`src/hw/rtl/fcou_mul.sv`:
```
// Shared signed 33 x 33 multiplier with a registered product.
// Depends on nothing; used by the top level for every product of the block.
`default_nettype none
module fcou_mul (
  input  wire logic               clk_i,
  input  wire logic signed [32:0] a_i,
  input  wire logic signed [32:0] b_i,
  output logic signed [65:0]      p_o
);

  logic signed [65:0] p_q;

  always_ff @(posedge clk_i) begin
    p_q <= a_i * b_i;
  end

  assign p_o = p_q;

endmodule
`default_nettype wire

```
`config.mk`:
```
export PLATFORM = sky130hd
export DESIGN_NAME = fcou_mul
export DESIGN_NICKNAME = d
export VERILOG_FILES = /design/src/hw/rtl/fcou_mul.sv
export SDC_FILE = /design/constraint.sdc
export NUM_CORES = 2
export LEC_CHECK = 0
export BUFFER_PORTS_ARGS = -buffer_cell sky130_fd_sc_hd__buf_2
export CAP_MARGIN = 20
export CORE_ASPECT_RATIO = 1.25
export CORE_UTILIZATION = 35
export DETAILED_ROUTE_END_ITERATION = 16
export HOLD_SLACK_MARGIN = 0.1
export SYNTH_ARGS = -nofsm -noshare
export SYNTH_HDL_FRONTEND = slang
export SYNTH_SLANG_ARGS = --single-unit
```
`constraint.sdc`:
```
create_clock -name clk_i -period 11.2 [get_ports clk_i]
set_clock_uncertainty 0.2 [all_clocks]
set_input_delay 0.56 -clock clk_i [delete_from_list [all_inputs] [get_ports clk_i]]
set_output_delay 0.56 -clock clk_i [all_outputs]
set_load 0.02 [all_outputs]
```
==> results_dict.tcl <==
set metrics [dict create \
    detail_route.drc_violations 0 \
    firstDrtPassIters 5 \
    arrival_ns 8.82 \
    fin_crit_sh_pct 78.5 \
    cp.required_ns 11.23 \
    setup_viol 0 \
    antenna_found_initial 10 \
    h-tree-depth 3 \
    grt_max_degree 34 \
    hold_buffers 0 \
    status "completed" \
    netlist_instances 4338 \
    crit_type "primary input to register" \
    cts_setup_buffers 0 \
    path_cells "buf_2, nand2_1, inv_1, fa_1, fa_1, inv_1, fa_1, inv_1, fa_1, fa_1, fa_1, fa_1, inv_1, fa_1, inv_1, ha_1, and3_1, nand3_1, nand2b_1, nor2_1, a211oi_4, a21oi_2, nor4b_2, a311oi_1" \
    cts_tree "built" \
    maxSlewHeadroom_pct 33.5 \
    num_vias 28500 \
    synth-seq-area-share_pct 3.24 \
    drive_gt1_share_pct 4.74 \
    cpMaxStageDelayCell "fa_1" \
    start_kind "primary input" \
    yosys_warnings 0 \
    hold_viol 0 \
    portBuffers 132 \
    synth_area_sq_um 40700 \
    ant_nets 0 \
    syn_nets 5767 \
    final_nets 5708 \
    mostFrequentLayoutCell "fa_1" \
    syn_to_final_growth_pct 5.59 \
    gr-total-overflow 0 \
    design.core.area_sq_um 115000 \
    cap_violations 0 \
    drtIter0Drc 1469 \
    wl_per_cell_microns 19.8 \
    cp-end-kind "register" \
    gp_congestion 0.889 \
    crit_fanout 33 \
    worst_slew_pin_slew_ns 0.996 \
    async_flop_share_pct 0 \
    crit_family "adder cells" \
    dieArea_sq_um 118000 \
    ys.flop_type "dfxtp_1" \
    largest_reg_flops 66 \
    start_util_pct 35.4 \
    busiest_layer "met2" \
    grt_pass1_wl_microns 181000 \
    die_w_microns 307 \
    timing.fmax_ghz 0.114 \
    routed_via_density 4.89 \
    grt_util_met3_pct 1.89 \
    track_usage_pct 20.4 \
    hold_class "primary input to register" \
    clkSinkCount 66 \
    ys_seq_elements 66 \
    routed_wl_microns 116000 \
    syn_avg_cell_area_sq_um 9.39 \
    numCtsBuffers 9 \
    synth-edff-count 0 \
    cts-root-buf "clkbuf_16" \
    cts_repair_resize_count 0 \
    clkTransAtPathRegs_ns 0.06 \
    cpMostUsedCell "fa_1" \
    tns_ns 0 \
    fp-row-count 139 \
    synth_cell_types 80 \
    layout_min_cycle_time_ns 8.79 \
    layout_common_cells "1,145 x fa_1, 1,131 x inv_1, 562 x and2_1, 551 x nand2_1, 217 x ha_1" \
    grt_util_met2_pct 38.9 \
    holdPathStages 2 \
    clk_path_buf_depth 2 \
    cpPeakStageDelay_ns 1.17 \
    grt_pass1_vias 31700 \
    rsz0062_at_grt "no" \
    io_pins 133 \
    use_met1_pct 21.6 \
    worstSetupPathDepth 24 \
    fill_cells 11800 \
    fp.dieH_microns 383 \
    drv_slew 0 \
    hpwl_microns 95200 \
    critPathBufInv 6 \
]
[layer usage]
layer / vias up / routed length, microns
met1: 15200 / 39300
met2: 802 / 64100
met3: 283 / 4190
met4: 6 / 8110
met5: - / 42
li1: 12200 / -
[cell usage after synthesis, types with 3 or more instances]
cell type     n  area share [%]
buf_2        11            0.14
nand2_1     551             5.1
a211o_1       6            0.13
or3_1         3           0.046
ha_1        217             6.7
o211ai_1      4           0.074
xor2_1       25            0.54
o21ai_0      25            0.31
nor2b_1       5           0.077
and3_1        5           0.077
nand4_1      11            0.17
o21ai_1       6           0.074
a21oi_1      57            0.70
a211oi_1      7            0.13
dfxtp_1      66             3.2
o31ai_4       3            0.16
a211oi_2      3           0.092
nor3_1        7           0.086
a21o_1       36            0.66
nand3_1      25            0.31
or2_2         3           0.046
fa_1       1145              56
and2_1      562             8.6
and4_1        5            0.11
nand2b_1     12            0.18
o21a_1        6            0.11
a21oi_2       3           0.065
a31oi_1       8            0.12
nor2_1       68            0.63
clkbuf_1    208             1.9
xnor2_1      43            0.92
o21bai_1     11            0.20
inv_1      1131              10
[through the flow]
step / instance area (sq um) / setup slack (ns) / cells / hold slack (ns) / utilization [%]
finish: 43000 / 2.41 / 5837 / 0.524 / 37.4
global placement: 42600 / 2.17 / 5817 / 0.778 / 37.0
detailed placement: 42600 / 2.14 / 5817 / 0.778 / 37.0
CTS: 43000 / 2.53 / 5833 / 0.501 / 37.3
global route: 43000 / 2.03 / 5835 / 0.533 / 37.4
floorplan: 40700 / 3.20 / 4338 / 0.487 / -
[kinds of logic after synthesis]
logic type	Yosys count	share of synthesized area [%]
xor gates and xnor gates	68	1.46
adders and majority gates	1362	62.9
DFF	66	3.24
buffers and inverters	1352	12.5
AOI/OAI and AO/OA	219	4.07
and+or+nand+nor	1271	15.8
[final timing paths]
kind	from	end	slack, ns
hold / removal	a_i[0]	p_o[0]$_DFF_P_	0.52
setup / recovery	b_i[6]	p_o[58]$_DFF_P_	2.41
[area by class of cell]
cell class | count | area [sq um] | area share (%)
antenna | 2 | 5.00 | 0.0116
clock buffer | 10 | 229 | 0.532
clock inverter | 6 | 114 | 0.265
inverter | 1131 | 4250 | 9.87
multi-input combinational | 2920 | 34300 | 79.8
sequential | 66 | 1320 | 3.07
tap | 1551 | 1940 | 4.51
timing repair buffer | 151 | 841 | 1.95
Power is not shown: default switching activity piles up to over one toggle a cycle in this logic, so the estimate is an artifact.
