$ cat src/hw/rtl/fcou_pkg.sv
// Package for the fly camera orientation update block.
// Holds the fixed-point constants, codes, the arctangent table and rounding helpers.
// Used by fcou_cordic and the top level (fcou_mul does not import it); depends on nothing.
`default_nettype none
package fcou_pkg;

  localparam int unsigned TrigStepsDefault = 16;
  localparam int unsigned MaxSteps         = 24;

  localparam logic [35:0]        FullTurn   = 36'd23592960;
  localparam logic signed [25:0] HalfTurn   = 26'sd11796480;
  localparam logic signed [25:0] Quarter    = 26'sd5898240;
  localparam logic signed [34:0] PitchLimit = 35'sd5832704;
  localparam logic [24:0]        YawHome    = 25'd17694720;
  localparam logic [35:0]        YawBias    = 36'd3019898880;
  localparam logic signed [32:0] CordicK30  = 33'sd652032874;
  localparam logic signed [15:0] One14      = 16'sd16384;
  localparam logic [15:0]        SpeedReset = 16'd1280;
  localparam logic [15:0]        SensReset  = 16'd6554;

  typedef enum logic [1:0] {
    KIND_MOVE = 2'd0,
    KIND_LOOK = 2'd1,
    KIND_HOME = 2'd2,
    KIND_NONE = 2'd3
  } kind_e;

  typedef enum logic [2:0] {
    DIR_FWD   = 3'd0,
    DIR_BACK  = 3'd1,
    DIR_LEFT  = 3'd2,
    DIR_RIGHT = 3'd3,
    DIR_UP    = 3'd4,
    DIR_DOWN  = 3'd5
  } dir_e;

  typedef enum logic [2:0] {
    REG_SPEED  = 3'd0,
    REG_SENS   = 3'd1,
    REG_HOME_X = 3'd2,
    REG_HOME_Y = 3'd3,
    REG_HOME_Z = 3'd4
  } reg_e;

  typedef enum logic [4:0] {
    ST_IDLE, ST_LOOK_X, ST_LOOK_Y, ST_LOOK_P, ST_YAW_MOD,
    ST_CORD_Y, ST_WAIT_Y, ST_CORD_P, ST_WAIT_P,
    ST_BASIS0, ST_BASIS1, ST_BASIS2, ST_BASIS3, ST_BASIS4,
    ST_MOVE_VEL, ST_MOVE_CAP, ST_MOVE_X, ST_MOVE_Y, ST_MOVE_Z, ST_MOVE_END,
    ST_OUT
  } state_e;

  function automatic logic [21:0] atan_deg16(input logic [4:0] idx);
    logic [21:0] r;
    case (idx)
      5'd0:  r = 22'd2949120;
      5'd1:  r = 22'd1740967;
      5'd2:  r = 22'd919879;
      5'd3:  r = 22'd466945;
      5'd4:  r = 22'd234379;
      5'd5:  r = 22'd117304;
      5'd6:  r = 22'd58666;
      5'd7:  r = 22'd29335;
      5'd8:  r = 22'd14668;
      5'd9:  r = 22'd7334;
      5'd10: r = 22'd3667;
      5'd11: r = 22'd1833;
      5'd12: r = 22'd917;
      5'd13: r = 22'd458;
      5'd14: r = 22'd229;
      5'd15: r = 22'd115;
      5'd16: r = 22'd57;
      5'd17: r = 22'd29;
      5'd18: r = 22'd14;
      5'd19: r = 22'd7;
      5'd20: r = 22'd4;
      5'd21: r = 22'd2;
      5'd22: r = 22'd1;
      default: r = 22'd0;
    endcase
    return r;
  endfunction

  // Rounds to nearest (ties up) by the given shift and clamps to [-1, 1] in Q1.14.
  function automatic logic signed [15:0] round_q14(input logic signed [65:0] v,
                                                   input int unsigned sh);
    logic signed [65:0] t;
    logic signed [15:0] r;
    t = (v + (66'sd1 <<< (sh - 1))) >>> sh;
    if (t > 66'sd16384) begin
      r = One14;
    end else if (t < -66'sd16384) begin
      r = -One14;
    end else begin
      r = t[15:0];
    end
    return r;
  endfunction

endpackage
`default_nettype wire

$ cat src/hw/rtl/fcou_cordic.sv
// Iterative rotation-mode CORDIC giving cosine and sine in Q1.30 of an angle in Q16 degrees.
// Depends on fcou_pkg for the arctangent table and constants.
`default_nettype none
module fcou_cordic import fcou_pkg::*; #(
  parameter int unsigned TRIG_STEPS = TrigStepsDefault
) (
  input  wire logic               clk_i,
  input  wire logic               rst_ni,
  input  wire logic               start_i,
  input  wire logic signed [25:0] angle_i,
  output logic                    done_o,
  output logic signed [31:0]      cos_o,
  output logic signed [31:0]      sin_o
);

  localparam int unsigned NSteps = (TRIG_STEPS > MaxSteps) ? MaxSteps : TRIG_STEPS;

  logic               busy_q, done_q, neg_q;
  logic [4:0]         cnt_q;
  logic signed [32:0] x_q, y_q, x_d, y_d, dx, dy;
  logic signed [26:0] z_q, z_d, az, ang_fold;
  logic               neg_d;
  logic signed [32:0] cos_w, sin_w;

  always_comb begin
    neg_d    = 1'b0;
    ang_fold = 27'(angle_i);
    if (angle_i > Quarter) begin
      ang_fold = 27'(angle_i) - 27'(HalfTurn);
      neg_d    = 1'b1;
    end else if (angle_i < -Quarter) begin
      ang_fold = 27'(angle_i) + 27'(HalfTurn);
      neg_d    = 1'b1;
    end
    dx = y_q >>> cnt_q;
    dy = x_q >>> cnt_q;
    az = 27'(signed'({1'b0, atan_deg16(cnt_q)}));
    if (z_q >= 27'sd0) begin
      x_d = x_q - dx;
      y_d = y_q + dy;
      z_d = z_q - az;
    end else begin
      x_d = x_q + dx;
      y_d = y_q - dy;
      z_d = z_q + az;
    end
  end

  always_ff @(posedge clk_i or negedge rst_ni) begin
    if (!rst_ni) begin
      busy_q <= 1'b0;
      done_q <= 1'b0;
      cnt_q  <= '0;
    end else begin
      done_q <= 1'b0;
      if (start_i) begin
        busy_q <= 1'b1;
        cnt_q  <= '0;
      end else if (busy_q) begin
        cnt_q <= cnt_q + 5'd1;
        if (cnt_q == 5'(NSteps - 1)) begin
          busy_q <= 1'b0;
          done_q <= 1'b1;
        end
      end
    end
  end

  always_ff @(posedge clk_i) begin
    if (start_i) begin
      x_q   <= CordicK30;
      y_q   <= '0;
      z_q   <= ang_fold;
      neg_q <= neg_d;
    end else if (busy_q) begin
      x_q <= x_d;
      y_q <= y_d;
      z_q <= z_d;
    end
  end

  assign cos_w  = neg_q ? -x_q : x_q;
  assign sin_w  = neg_q ? -y_q : y_q;
  assign cos_o  = cos_w[31:0];
  assign sin_o  = sin_w[31:0];
  assign done_o = done_q;

endmodule
`default_nettype wire

$ cat config.mk
export PLATFORM = sky130hd
export DESIGN_NAME = fcou_cordic
export DESIGN_NICKNAME = d
export VERILOG_FILES = /design/src/hw/rtl/fcou_pkg.sv /design/src/hw/rtl/fcou_cordic.sv
export SDC_FILE = /design/constraint.sdc
export NUM_CORES = 1
export LEC_CHECK = 0
export ABC_AREA = 1
export BUFFER_PORTS_ARGS = -buffer_cell sky130_fd_sc_hd__buf_2
export CAP_MARGIN = 20
export CORE_ASPECT_RATIO = 0.6
export CORE_MARGIN = 4
export CORE_UTILIZATION = 40
export DETAILED_ROUTE_END_ITERATION = 6
export GPL_TIMING_DRIVEN = 0
export HOLD_SLACK_MARGIN = 0.03
export PLACE_DENSITY = 0.56
export SETUP_SLACK_MARGIN = 0.3
export SYNTH_ARGS = -nofsm -noshare
export SYNTH_HDL_FRONTEND = slang
export SYNTH_SLANG_ARGS = --single-unit
$ cat constraint.sdc
create_clock -name clk_i -period 8.9 [get_ports clk_i]
set_input_delay 1.335 -clock clk_i [delete_from_list [all_inputs] [get_ports clk_i]]
set_output_delay 1.335 -clock clk_i [all_outputs]
set_load 0.02 [all_outputs]
==> flow_metrics.py, run 1 <==
metrics = {
    "sta": {
        "relSlewSlack": 0.159,
        "fmax_mhz": 162,
        "worstMarginPinSlew_ns": 1.26,
        "skew_ns": 0.0186,
        "min_period_ns": 6.16,
        "fin_setup_tns_ns": 0,
        "fin_crit_sh": 0.692,
        "setup_viol": 0,
        "rsz0062_at_grt": "false",
        "slew_violations": 0,
        "finalHoldViolations": 0,
        "hold_slack_ns": 0.608,
    },
    "yosys": {
        "netlist_area_um2": 16600,
        "synth_nets": 2970,
        "async_flop_share": 0.0693,
        "muxShareOfSynthArea": 0,
        "ys.flop_type": "dfxtp_1",
        "ys_seq_elements": 101,
        "synth_cell_types": 72,
        "synth-simple-area-share": 0.405,
        "yosysSeqAreaShare": 0.141,
        "synth_edf_count": 28,
        "synth_compound_area_frac": 0.181,
        "synth_top_family_by_area": "simple AND/OR/NAND/NOR gates",
        "synth_warnings": 0,
        "synth.avg_cell_area_um2": 5.88,
        "synth_adder_area_share": 0.0871,
        "netlist_instances": 2827,
        "synthXorXnorAreaFrac": 0.0774,
    },
    "cts": {
        "cts_tree": "built",
        "cts_resized": 0,
        "cts_buffers": 9,
        "cts_hold_buf": 0,
        "clkTransAtPathRegs_ns": 0.09,
        "clockRootBuffer": "clkbuf_16",
        "clk_latency_ns": 0.41,
        "numClockSinks": 101,
        "htreeDepth": 3,
        "cts_setup_buffers": 0,
        "clockBufferDepth": 2,
    },
    "floorplanning": {
        "dieArea_um2": 45000,
        "io_pins": 94,
        "core_area_um2": 40700,
        "die-height_um": 166,
        "rows": 57,
        "die_w_um": 271,
        "start_util": 0.408,
    },
    "cells_and_area": {
        "regArea_um2": 2340,
        "finish.utilization": 0.448,
        "final_common_cell": "nand2_1",
        "fillers": 4482,
        "final_layout_size_suffix_gt1_frac": 0.104,
        "area_delta_synth_final_pct": 9.78,
        "layout_common_cells": "nand2_1, nand3_1, inv_1",
        "nets": 3084,
        "multi_input_comb_area_um2": 12500,
    },
    "worst_setup_path": {
        "crit_fanout": 10,
        "start_kind": "register",
        "crit_required_ns": 9.20,
        "max_stage_delay_ns": 0.94,
        "arrival_ns": 6.46,
        "crit_type": "reg -> reg",
        "startpoint": "cnt_q[4]",
        "crit_chain": "buf_4 > clkbuf_1 > clkbuf_1 > o21ai_0 > nor4_2 > nand4_4 > nand2_4 > xor2_1 > ha_1 > a21oi_1 > inv_1 > a21oi_1 > nor3_1 > nor3_1 > o221ai_1 > nand2_1 > nand2_1 > or2_2 > a32o_1",
        "crit_path_top_delay_cell": "clkbuf_1",
        "r2r_start": "cnt_q[4]",
        "endpoint_kind": "register",
    },
    "placement": {
        "gp_congestion": 1.10,
        "port_buffers": 92,
        "dp_hpwl_mm": 70.9,
    },
    "routing": {
        "viasPerCell": 5.99,
        "routed_wl_mm": 87.1,
        "drt_iter0_markers": 2990,
        "dr.pass1.iters": 6,
        "drcViolationCount": 0,
        "wl_per_cell_um": 24.8,
        "vias": 21000,
        "ant_nets": 0,
    },
    "global_route": {
        "antenna_found_initial": 2,
        "grt_use_total": 0.369,
        "grt_pass1_wl_mm": 123,
        "first_global_vias": 18400,
        "grt-ovfl-total": 0,
        "grt_max_degree": 28,
    },
    "power": {
        "intPower_mw": 3.34,
        "switching_power_mw": 5.48,
        "clkPwrFrac": 0.051,
        "p_seq_frac": 0.123,
        "powerDensity_nw_per_um2": 483,
        "vdd_ir_drop_max_mv": 0.224,
        "switching_share": 0.621,
        "p_leak_nw": 9.14,
        "combPwrFrac": 0.825,
    },
    "run_status": {
        "outcome": "completed",
    },
    "min_path": {
        "min_from": "y_q[0]",
        "hold_path_class": "reg -> reg",
    },
    "job": {
        "cap_violations": 0,
    },
}
cell usage after synthesis (5+ instances only):
library cell | n | area [um^2]
nand2_1 | 768 | 2880
nand3_1 | 324 | 1620
inv_1 | 280 | 1050
nor2_1 | 241 | 905
a21oi_1 | 179 | 896
o21ai_0 | 178 | 891
ha_1 | 111 | 1390
xor2_1 | 107 | 937
dfxtp_1 | 66 | 1320
clkbuf_1 | 44 | 165
xnor2_1 | 40 | 350
nor3_1 | 38 | 190
o21ai_1 | 31 | 155
buf_2 | 30 | 150
edfxtp_1 | 28 | 841
nand4_1 | 27 | 169
or2_2 | 26 | 163
o22ai_1 | 24 | 150
buf_6 | 23 | 259
nand2_2 | 22 | 138
nand3_2 | 19 | 190
inv_2 | 15 | 56.3
nor4_1 | 14 | 87.6
o21a_1 | 14 | 105
a21o_1 | 12 | 90.1
a31oi_1 | 12 | 75.1
nor2_2 | 11 | 68.8
buf_1 | 9 | 33.8
o211ai_1 | 9 | 67.6
dfrtp_1 | 7 | 175
a21boi_0 | 6 | 45.0
buf_4 | 6 | 45.0
o21bai_1 | 6 | 45.0
o32ai_1 | 6 | 52.6
a211oi_1 | 5 | 37.5
and2_1 | 5 | 31.3
and3_1 | 5 | 31.3
nand3b_1 | 5 | 37.5
o31ai_1 | 5 | 37.5
worst max-delay path, delay by kind of cell, from the launching register on:
kind            cells  cell delay [ns]
flops               1             0.35
buf+inv             4             2.15
compound gates      5             1.50
fa+ha+maj           1             0.32
simple gates        8             1.54
xor+xnor            1             0.19
routing by layer:
metal / global-route usage / routed length [um] / vias to the layer above
met5: 0.0116 / 0 / -
met4: 0.102 / 2600 / 0
met3: 0.147 / 13300 / 119
met2: 0.456 / 30400 / 1379
met1: 0.568 / 40800 / 9858
li1: - / - / 9665
stage by stage:
stage               setup slack, ns  area [um^2]  power [mW]  instances
finish                         2.74        18300        8.82       3507
global route                   2.60        18300        9.51       3506
CTS                            3.13        18200        8.47       3500
detailed placement             3.15        17900        7.99       3484
global placement               3.19        17800        7.87       3479
floorplan                      4.53        16600        5.98       2827
final cells by class:
type                       count  share of cell area
multi-input combinational   2311               0.684
sequential                   101               0.128
inverter                     303              0.0631
tap                          560              0.0384
buffer                       112              0.0358
timing repair buffer         103              0.0346
clock buffer                   9              0.0123
clock inverter                 7             0.00356
antenna                        1            0.000137
flip-flops by register name (all words and copies together) (netlist names):
signal	count
done_o	1
y_q	33
cnt_q	5
x_q	33
neg_q	1
z_q	27
busy_q	1
kinds of logic after synthesis:
family,after synthesis
AO/OA/AOI/OAI,525
AND/OR/NAND/NOR,1525
flip-flops,101
XOR/XNOR,147
adder cells (fa/ha/maj),114
buffers and inverters,415
power groups by stage:
stage	clock network (mW)	registers [mW]	logic, mW
5_1_grt	0.474	1.09	7.94
3_5_place_dp	0	1.08	6.91
2_1_floorplan	0	0.891	5.09
3_3_place_gp	0	1.08	6.79
6_report	0.453	1.09	7.28
4_1_cts	0.454	1.07	6.95
path summary, 6_finish.rpt:
path,end,slack (ns),depth (start not counted)
worst max-delay path,x_q[28],2.74,19
worst min-delay path,y_q[0],0.61,2
worst max register to register,x_q[28],2.74,19
worst min register to register,y_q[0],0.61,2
max in group asynchronous,cnt_q[0],7.97,1
min in group asynchronous,cnt_q[3],0.75,1
Note: power is estimated with default switching activity, not from simulation.
==> run 2: changes to the inputs <==
PLACE_DENSITY = 0.58   (was 0.56)
clock period = 5.4 ns   (was 8.9 ns; I/O delays follow)
==> run 2 against run 1 <==
Net effect:
- cell count is 0.94% higher
- worst setup slack got worse by 2.4 ns
- combinational power rose by 88%
- utilization increased by 3.5 points
- worst hold slack worse by 0.37 ns
- critical endpoint is now x_q[26]
- sequential share of layout area is 0.90 points lower
==> flow_metrics.py, run 2 (synthesis results as in run 1) <==
metrics = {
    "worst_setup_path": {
        "crit_chain": "buf_6 > buf_2 > buf_4 > nand3_1 > nand3_1 > nand3_1 > nand2_1 > nor2_1 > nand2_1 > nor2_4 > inv_2 > nor3_4 > buf_4 > a31oi_1 > xnor2_1 > ha_1 > nand2_2 > nor2_1 > a21oi_1 > o311ai_1 > xnor2_1 > o21ai_0",
        "worst_r2r_endpoint": "x_q[26]",
        "startpoint": "cnt_q[2]",
        "endpoint": "x_q[26]",
        "crit_type": "reg -> reg",
        "arrival_ns": 5.33,
        "path_delay_family": "simple AND/OR/NAND/NOR gates",
        "r2r_start": "cnt_q[2]",
        "reg2reg_depth": 22,
        "path_buf_inv": 5,
        "crit_required_ns": 5.66,
        "cp.depth": 22,
        "rrSetupSlack_ns": 0.33,
        "crit_path_top_delay_cell": "o311ai_1",
        "start_kind": "register",
        "cp_common_cell": "nand3_1",
        "max_stage_delay_ns": 0.63,
        "crit_fanout": 10,
        "endpoint_kind": "register",
    },
    "sta": {
        "fin_ws_ns": 0.330,
        "min_period_ns": 5.07,
        "worstMarginPinSlew_ns": 1.27,
        "relSlewSlack": 0.150,
        "fin_crit_sh": 0.939,
        "slew_violations": 0,
        "rsz0062_at_grt": "true",
        "setup_viol": 0,
        "fmax_mhz": 197,
        "skew_ns": 0.0121,
        "finalHoldViolations": 0,
    },
    "power": {
        "p_total_mw": 16.1,
        "p_leak_nw": 9.56,
        "vdd_ir_drop_max_mv": 0.357,
        "powerDensity_nw_per_um2": 820,
    },
    "placement": {
        "gp_congestion": 1.21,
        "dp_hpwl_mm": 72.7,
        "dp_slack_ns": -0.296,
        "dpl_cell_area_um2": 17900,
        "port_buffers": 92,
        "dp.cells": 3485,
    },
    "routing": {
        "drcViolationCount": 0,
        "viasPerCell": 6.01,
        "routed_wl_mm": 91.6,
        "ant_nets": 0,
        "vias": 21300,
        "dr.pass1.iters": 7,
        "wl_per_cell_um": 25.9,
        "drt_iter0_markers": 3166,
    },
    "global_route": {
        "antenna_found_initial": 3,
        "grt_pass1_wl_mm": 128,
        "grt_use_total": 0.384,
        "first_global_vias": 18700,
        "grt-ovfl-total": 0,
        "grt_max_degree": 28,
    },
    "cells_and_area": {
        "multi_input_comb_area_um2": 13500,
        "final_common_cell": "nand2_1",
        "fillers": 4413,
        "layout_common_cells": "nand2_1, nand3_1, inv_1",
        "final_layout_size_suffix_gt1_frac": 0.177,
        "area_delta_synth_final_pct": 18.2,
        "fin_area_um2": 19700,
        "top_regs": "x_q: 33 flops, y_q: 33 flops, z_q: 27 flops",
        "instances_no_fill": 3540,
        "nets": 3115,
        "regArea_um2": 2340,
    },
    "cts": {
        "cts_buffers": 9,
        "cts_tree": "built",
        "numClockSinks": 101,
        "clkTransAtPathRegs_ns": 0.09,
        "clk_latency_ns": 0.41,
        "clockBufferDepth": 2,
        "clockRootBuffer": "clkbuf_16",
        "htreeDepth": 3,
    },
    "run_status": {
        "outcome": "completed",
    },
    "floorplanning": {
        "die-height_um": 166,
        "dieArea_um2": 45000,
        "io_pins": 94,
        "core_area_um2": 40700,
        "die_w_um": 271,
        "rows": 57,
        "start_util": 0.408,
    },
    "min_path": {
        "hold_path_class": "in -> async",
    },
    "job": {
        "cap_violations": 0,
    },
}
-- run 2: worst min path at each step --
stage          startpoint       to  slack, ns
4_1_cts            rst_ni   done_o       0.23
5_1_grt            rst_ni   done_o       0.25
2_1_floorplan     x_q[31]  x_q[31]       0.49
6_report           rst_ni   done_o       0.24
3_3_place_gp       y_q[2]   y_q[2]       0.55
3_5_place_dp       x_q[3]   x_q[3]       0.55
-- run 2: layout make-up --
cell class / instances / area share
Multi-Input combinational cell: 2311 / 0.687
Sequential cell: 101 / 0.119
Inverter: 303 / 0.0589
Timing Repair Buffer: 134 / 0.0442
Buffer: 112 / 0.0397
Tap cell: 560 / 0.0356
Clock buffer: 10 / 0.0122
Clock inverter: 6 / 0.00267
Antenna cell: 3 / 0.000382
-- run 2: stage by stage --
step	hold WS [ns]	TNS, ns	utilization
floorplan	0.485	0	-
global placement	0.553	-3.31	0.437
detailed placement	0.550	-3.32	0.439
CTS	0.227	0	0.453
global route	0.246	0	0.483
finish	0.237	0	0.483
-- run 2: report_power, final --
part           switching (mW)  internal (mW)
clock network           0.403          0.335
registers               0.514           1.19
logic                    8.98           4.70
-- run 2: worst register-to-register path, delay by kind of cell (launching register included) --
kind	cells	cell delay (ns)
AND/OR/NAND/NOR	10	1.81
AO/OA/AOI/OAI	4	0.97
buffers and inverters	5	0.95
flip-flops	1	0.40
adder cells (fa/ha/maj)	1	0.40
XOR/XNOR	2	0.39
-- run 2: what timing repair did --
| action | 4_1_cts | 5_1_grt |
|---|---|---|
| cloned | 0 | 2 |
| hold buffers | 0 | 0 |
| endpoints found under the setup margin | 48 | 54 |
| pin swaps | 13 | 54 |
| setup buffers | 11 | 22 |
| gates resized for setup | 65 | 239 |
-- run 2: routing by layer --
| layer | global-route usage | vias up | part of all wire | routed length, um |
|---|---|---|---|---|
| li1 | - | 9713 | - | - |
| met1 | 0.584 | 9937 | 0.45 | 41300 |
| met2 | 0.473 | 1439 | 0.35 | 31900 |
| met3 | 0.159 | 180 | 0.16 | 14700 |
| met4 | 0.122 | 6 | 0.040 | 3630 |
| met5 | 0.00632 | - | 0.00064 | 59 |
